--- src/hdl/fct_pkg.sv ---
// shared types and constants for the frustum cull test unit
package fct_pkg;

    localparam int PLANE_COUNT = 6;
    localparam int COORD_W     = 24;
    localparam int RADIUS_W    = 23;
    localparam int NORM_W      = 12;
    localparam int DIST_W      = 28;
    localparam int CFG_W       = 64;
    localparam int CFG_IDX_W   = 3;
    // wide enough for every dot product, extent sum and shifted distance
    localparam int ACC_W       = 42;

    // distance scaling: q19.8 distance against q1.10 * q15.8 products
    localparam int SPHERE_SHIFT = 10;
    localparam int BOX_SHIFT    = 11;

    // register map
    typedef enum logic [CFG_IDX_W-1:0] {
        REG_PLANE_NEAR   = 3'd0,
        REG_PLANE_FAR    = 3'd1,
        REG_PLANE_LEFT   = 3'd2,
        REG_PLANE_RIGHT  = 3'd3,
        REG_PLANE_TOP    = 3'd4,
        REG_PLANE_BOTTOM = 3'd5
    } reg_idx_t;

    // volume kinds carried on tuser
    localparam logic FUNC_SPHERE = 1'b0;
    localparam logic FUNC_BOX    = 1'b1;

    typedef logic signed [ACC_W-1:0] acc_t;

    // one plane register, lowest field last
    typedef struct packed {
        logic signed [DIST_W-1:0] distance;
        logic signed [NORM_W-1:0] nz;
        logic signed [NORM_W-1:0] ny;
        logic signed [NORM_W-1:0] nx;
    } plane_t;

    // one volume as packed on s_tdata, first_x in the lowest bits
    typedef struct packed {
        logic        [RADIUS_W-1:0] radius;
        logic signed [COORD_W-1:0]  second_z;
        logic signed [COORD_W-1:0]  second_y;
        logic signed [COORD_W-1:0]  second_x;
        logic signed [COORD_W-1:0]  first_z;
        logic signed [COORD_W-1:0]  first_y;
        logic signed [COORD_W-1:0]  first_x;
    } vol_t;

    localparam int VOL_W     = $bits(vol_t);
    localparam int S_TDATA_W = ((VOL_W + 7) / 8) * 8;
    localparam int M_TDATA_W = 8;

endpackage

--- src/hdl/fct_plane_regs.sv ---
// six plane configuration registers with write decode
module fct_plane_regs (
    input  logic                                   aclk,
    input  logic                                   aresetn,
    input  logic                                   cfg_we,
    input  logic [fct_pkg::CFG_IDX_W-1:0]          cfg_index,
    input  logic [fct_pkg::CFG_W-1:0]              cfg_wdata,
    output fct_pkg::plane_t [fct_pkg::PLANE_COUNT-1:0] planes_o
);

    fct_pkg::plane_t [fct_pkg::PLANE_COUNT-1:0] planes_reg;
    fct_pkg::plane_t [fct_pkg::PLANE_COUNT-1:0] planes_next;

    always_comb begin
        planes_next = planes_reg;
        if (cfg_we) begin
            unique case (fct_pkg::reg_idx_t'(cfg_index))
                fct_pkg::REG_PLANE_NEAR:   planes_next[0] = fct_pkg::plane_t'(cfg_wdata);
                fct_pkg::REG_PLANE_FAR:    planes_next[1] = fct_pkg::plane_t'(cfg_wdata);
                fct_pkg::REG_PLANE_LEFT:   planes_next[2] = fct_pkg::plane_t'(cfg_wdata);
                fct_pkg::REG_PLANE_RIGHT:  planes_next[3] = fct_pkg::plane_t'(cfg_wdata);
                fct_pkg::REG_PLANE_TOP:    planes_next[4] = fct_pkg::plane_t'(cfg_wdata);
                fct_pkg::REG_PLANE_BOTTOM: planes_next[5] = fct_pkg::plane_t'(cfg_wdata);
                default: ;  // unmapped index, write dropped
            endcase
        end
    end

    always_ff @(posedge aclk) begin
        if (!aresetn) begin
            planes_reg <= '0;
        end else begin
            planes_reg <= planes_next;
        end
    end

    assign planes_o = planes_reg;

endmodule

--- config.mk ---
export PLATFORM = sky130hd
export DESIGN_NAME = fct_plane_regs
export DESIGN_NICKNAME = d
export VERILOG_FILES = /design/src/hdl/fct_pkg.sv /design/src/hdl/fct_plane_regs.sv
export SDC_FILE = /design/constraint.sdc
export NUM_CORES = 1
export LEC_CHECK = 0
export BUFFER_PORTS_ARGS = -buffer_cell sky130_fd_sc_hd__buf_2
export CAP_MARGIN = 20
export CORE_MARGIN = 5
export CORE_UTILIZATION = 35
export CTS_BUF_LIST = sky130_fd_sc_hd__clkbuf_16
export CTS_CLUSTER_DIAMETER = 30
export DETAILED_ROUTE_END_ITERATION = 6
export SYNTH_ARGS = -nofsm -noshare
export SYNTH_HDL_FRONTEND = slang
export SYNTH_SLANG_ARGS = --single-unit
--- constraint.sdc ---
create_clock -name aclk -period 1.3 [get_ports aclk]
set_input_delay 0.26 -clock aclk [delete_from_list [all_inputs] [get_ports aclk]]
set_output_delay 0.26 -clock aclk [all_outputs]
set_load 0.005 [all_outputs]
; Yosys cells after proc, flatten, opt, wreduce, memory -nomap -nowiden
; Cells that the tools add are included.
; W data, S select, Z words.
[totals]
regBits = 384
inputBits = 70
out_inout_bits = 384
[op_classes]
eq_ne = 5
reduce_logical = 7
[ops]
columns = op, count
row1 = $reduce_and A2 Y1, 6
row2 = $eq A3 B2 Y1 const B, 2
row3 = $eq A3 B3 Y1 const B, 2
row4 = $eq A3 B1 Y1 const B, 1
row5 = $logic_not A3 Y1, 1

; Longest topological paths before layout
[depth]
ltp_word = 2
depth_mapped = 5
mapped_depth_nobuf = 2

; Worst setup path after synthesis
; No wires, ideal clock.
[synth_path]
kind = input -> register
startpoint = input cfg_index[1] in the netlist's numbering
endpoint = register planes_reg, in the netlist planes_o[0]
setup_ns = 0.072
arrival_ns = 1.052
t_required_ns = 1.228
slack_ns = 0.177
path_stages = 4
n_path_buf = 2
cell_sequence = nor4b_4 buf_12 buf_12 mux2i_1
[synth_via]
elab_chain_len = 2
[synth_lines]
columns = item, line_no
row1 = start: declaration, fct_plane_regs.sv:6  ; input logic [fct_pkg::CFG_IDX_W-1:0] cfg_index,
row2 = $logic_not A3 Y1, fct_plane_regs.sv:17  ; unique case (fct_pkg::reg_idx_t'(cfg_index))
row3 = $reduce_and A2 Y1 (no source line), -
row4 = end signal: assignment, fct_plane_regs.sv:33  ; planes_reg <= planes_next;
row5 = end: declaration, fct_plane_regs.sv:11  ; fct_pkg::plane_t [fct_pkg::PLANE_COUNT-1:0] planes_reg;
; Every way passes these cells.
; A chain may end at the register's enable or synchronous reset.

; Final worst setup path
[layout_path]
startpoint = register planes_reg, in the netlist planes_o[36]
endpoint = output planes_o[36] in the netlist's numbering
[layout_rtl]
columns = item, line_no
row1 = end: declaration, fct_plane_regs.sv:8  ; output fct_pkg::plane_t [fct_pkg::PLANE_COUNT-1:0] planes_o
; No word-level cell between the ends.

==> impl_metrics.csv <==
group,metric,value,unit
global_route,grt_util_all_layers,19.8,%
setup_path,critical_path_buf_inv_count,1,
logic_synthesis,synth_largest_area_cell,"dfxtp_1",
logic_synthesis,yosys.area_share.simple,12.5,%
cts,clkTransAtPathRegs,0.05,ns
finish,layout-drive-gt1-share,56.3,%
global_route,grt_pass1_wl,69400,um
cts,clk_path_buf_depth,3,
floorplanning,die_h,210,um
finish,stdcell_area,0.0223,mm2
pwr,leakage,11.6,nW
global_route,grt_max_degree,37,
logic_synthesis,synth_top_family_by_area,"multiplexers",
routing,wl_per_cell,18.6,um
setup_path,cp_max_fo,2,
logic_synthesis,avgSynthCellArea,10.7,um2
place,placed_cells,2285,
routing,via_count,11600,
timing,hold_ws,0.0748,ns
setup_path,worstPathRequired,1.04,ns
cts,clk-insertion-delay-late,0.57,ns
setup_path,startpoint_type,"flip-flop",
timing,grt_setup_unrepaired,"true",
timing,slew_violations,0,
setup_path,max_stage_delay,0.35,ns
timing,max_freq,770,MHz
hold_path,hold_path.class,"input port to flip-flop",
logic_synthesis,ys_ff_latch,384,
logic_synthesis,synth-compound-area-share,0,%
logic_synthesis,synth_cells,1314,
floorplanning,dieArea,0.0441,mm2
flow_run,maxCapViolations,0,
finish,fin_nets,1960,
finish,fin_cells,2480,
routing,routed_wl,46000,um
setup_path,path_cells,"buf_6",
logic_synthesis,yosys.area_share.xor_xnor,0,%
routing,ant_nets,0,
setup_path,critPathArrivalTime,1.04,ns
pwr,ir_worst_vdd,1020,uV
global_route,first_global_vias,12000,
logic_synthesis,synthMuxAreaShare,27.4,%
global_route,antenna_found_initial,2,
finish,largest_register_ffs,384,
cts,numCtsBuffers,81,
cts,clockRootBuffer,"clkbuf_16",
cts,cts_tree,"done",
finish,nFillCells,3334,
logic_synthesis,yosysWarnings,0,
cts,h-tree-depth,3,
setup_path,critPathSlowestCell,"dfxtp_4",
routing,via_per_inst,4.68,
routing,drc,0,
setup_path,crit_family,"flip-flops",
logic_synthesis,synth_fa_ha_area_share,0,%
logic_synthesis,synth_top_area_share,54.9,%
timing,finalCritPeriodShare,99.9,%
floorplanning,initial_core_util,35.4,%
floorplanning,core,0.0396,mm2
setup_path,critPathCaptureType,"primary output",
floorplanning,ios,454,
timing,skew,0,ns
cts,hold_buffers,0,
timing,slew_headroom,73.6,%
cts,cts_sinks,384,
logic_synthesis,netlist_area,0.0140,mm2
place,place_area,0.0172,mm2
timing,worst_pin_slew,0.395,ns
floorplanning,die-width,210,um
logic_synthesis,synth_nets,1384,
place,dp_hpwl,31200,um
logic_synthesis,netlist-cell-type-count,12,
logic_synthesis,seq_area_frac_synth,54.9,%
global_route,overflow,0,
timing,finalHoldViolCount,0,
place,pre_cts_slack,-0.162,ns
place,numPortBuffers,453,
timing,min_period,1.30,ns
logic_synthesis,ys_top_cells_by_area,"dfxtp_1 (55%), mux2i_1 (27%), nand2_1 (12%), buf_6 (2.4%), buf_12 (1.0%)",
timing,setup_violations,0,
finish,area_growth,59.3,%
pwr,cellPowerDensity,1570,mW/mm2
timing,fin_tns_setup,0,ns
setup_path,worst-setup-path-type,"flip-flop to primary output",
routing,drtIter0Drc,412,
timing,fin_ws,0.00126,ns
outcome,status,"complete, no violations",
routing,drt_first_pass_iters,5,
floorplanning,rows,73,
place,place.gp.congestion,0.794,
-- area by class of cell --
| type | instances | area (um2) | area share (%) |
|---|---|---|---|
| multi-input cells | 838 | 5650 | 25.3 |
| clock inverters | 64 | 708 | 3.17 |
| flip-flops and latches | 384 | 8170 | 36.6 |
| well taps | 525 | 657 | 2.94 |
| diodes | 1 | 2.50 | 0.0112 |
| repair buffers | 585 | 5060 | 22.7 |
| clock buffers | 83 | 2080 | 9.30 |
-- metal layers --
layer	vias to the layer above	part of all wire (%)	track usage (%)
li1	5543	-	-
met1	5578	40	23.1
met2	382	49	33.9
met3	106	6.8	5.83
met4	2	3.7	8.93
met5	-	0.015	0
-- placed cells by master, fill, tap and decap left out, drive strengths merged --
| cell | netlist | layout |
|---|---|---|
| inv | 0 | 17 |
| dfxtp | 384 | 384 |
| nand4bb | 3 | 3 |
| clkinvlp | 0 | 7 |
| nand4b | 2 | 2 |
| bufinv | 0 | 13 |
| nor4b | 1 | 1 |
| clkbuf | 30 | 83 |
| clkinv | 0 | 27 |
| buf | 62 | 585 |
| mux2i | 384 | 384 |
| nand2 | 448 | 448 |
| diode | 0 | 1 |
-- path summary, 6_finish.rpt --
kind,startpoint,to,slack [ns],depth (start not counted)
worst max-delay path,planes_o[36],planes_o[36],0.001,1
worst min-delay path,cfg_wdata[28],planes_o[348],0.07,3
worst min register to register,planes_o[280],planes_o[280],0.45,2
worst max register to register,planes_o[211],planes_o[211],0.49,4
-- power by group --
part,switching (mW),internal (mW)
Clock,6.64,14.2
Sequential,0.176,12.1
Combinational,0.998,0.929
Total,7.81,27.2
-- cell usage after synthesis (all sizes together) --
master and n:
nand4b 2, nor4b 1, nand4bb 3, dfxtp 384, clkbuf 30, mux2i 384
buf 62, nand2 448
-- cells by family (layout without fill, tap and decap cells) --
kind of cell / count (synthesis) / count (layout)
buffers and inverters: 92 / 732
DFF: 384 / 384
muxes: 384 / 384
other: 0 / 1
and+or+nand+nor: 454 / 454
-- metrics by stage --
| stage | power, mW | util, % |
|---|---|---|
| after detailed placement | 14.1 | 43.4 |
| after CTS | 35.3 | 54.9 |
| after global placement | 14.1 | 43.4 |
| final | 35.0 | 56.3 |
| after floorplan | 13.3 | - |
| after global routing | 36.2 | 56.3 |
-- repair_timing --
action | in CTS | in global routing
setup endpoints to repair | 369 | 249
resized for setup | 564 | 59
setup buffers | 12 | 35
Note: power is estimated with default switching activity, not from simulation.
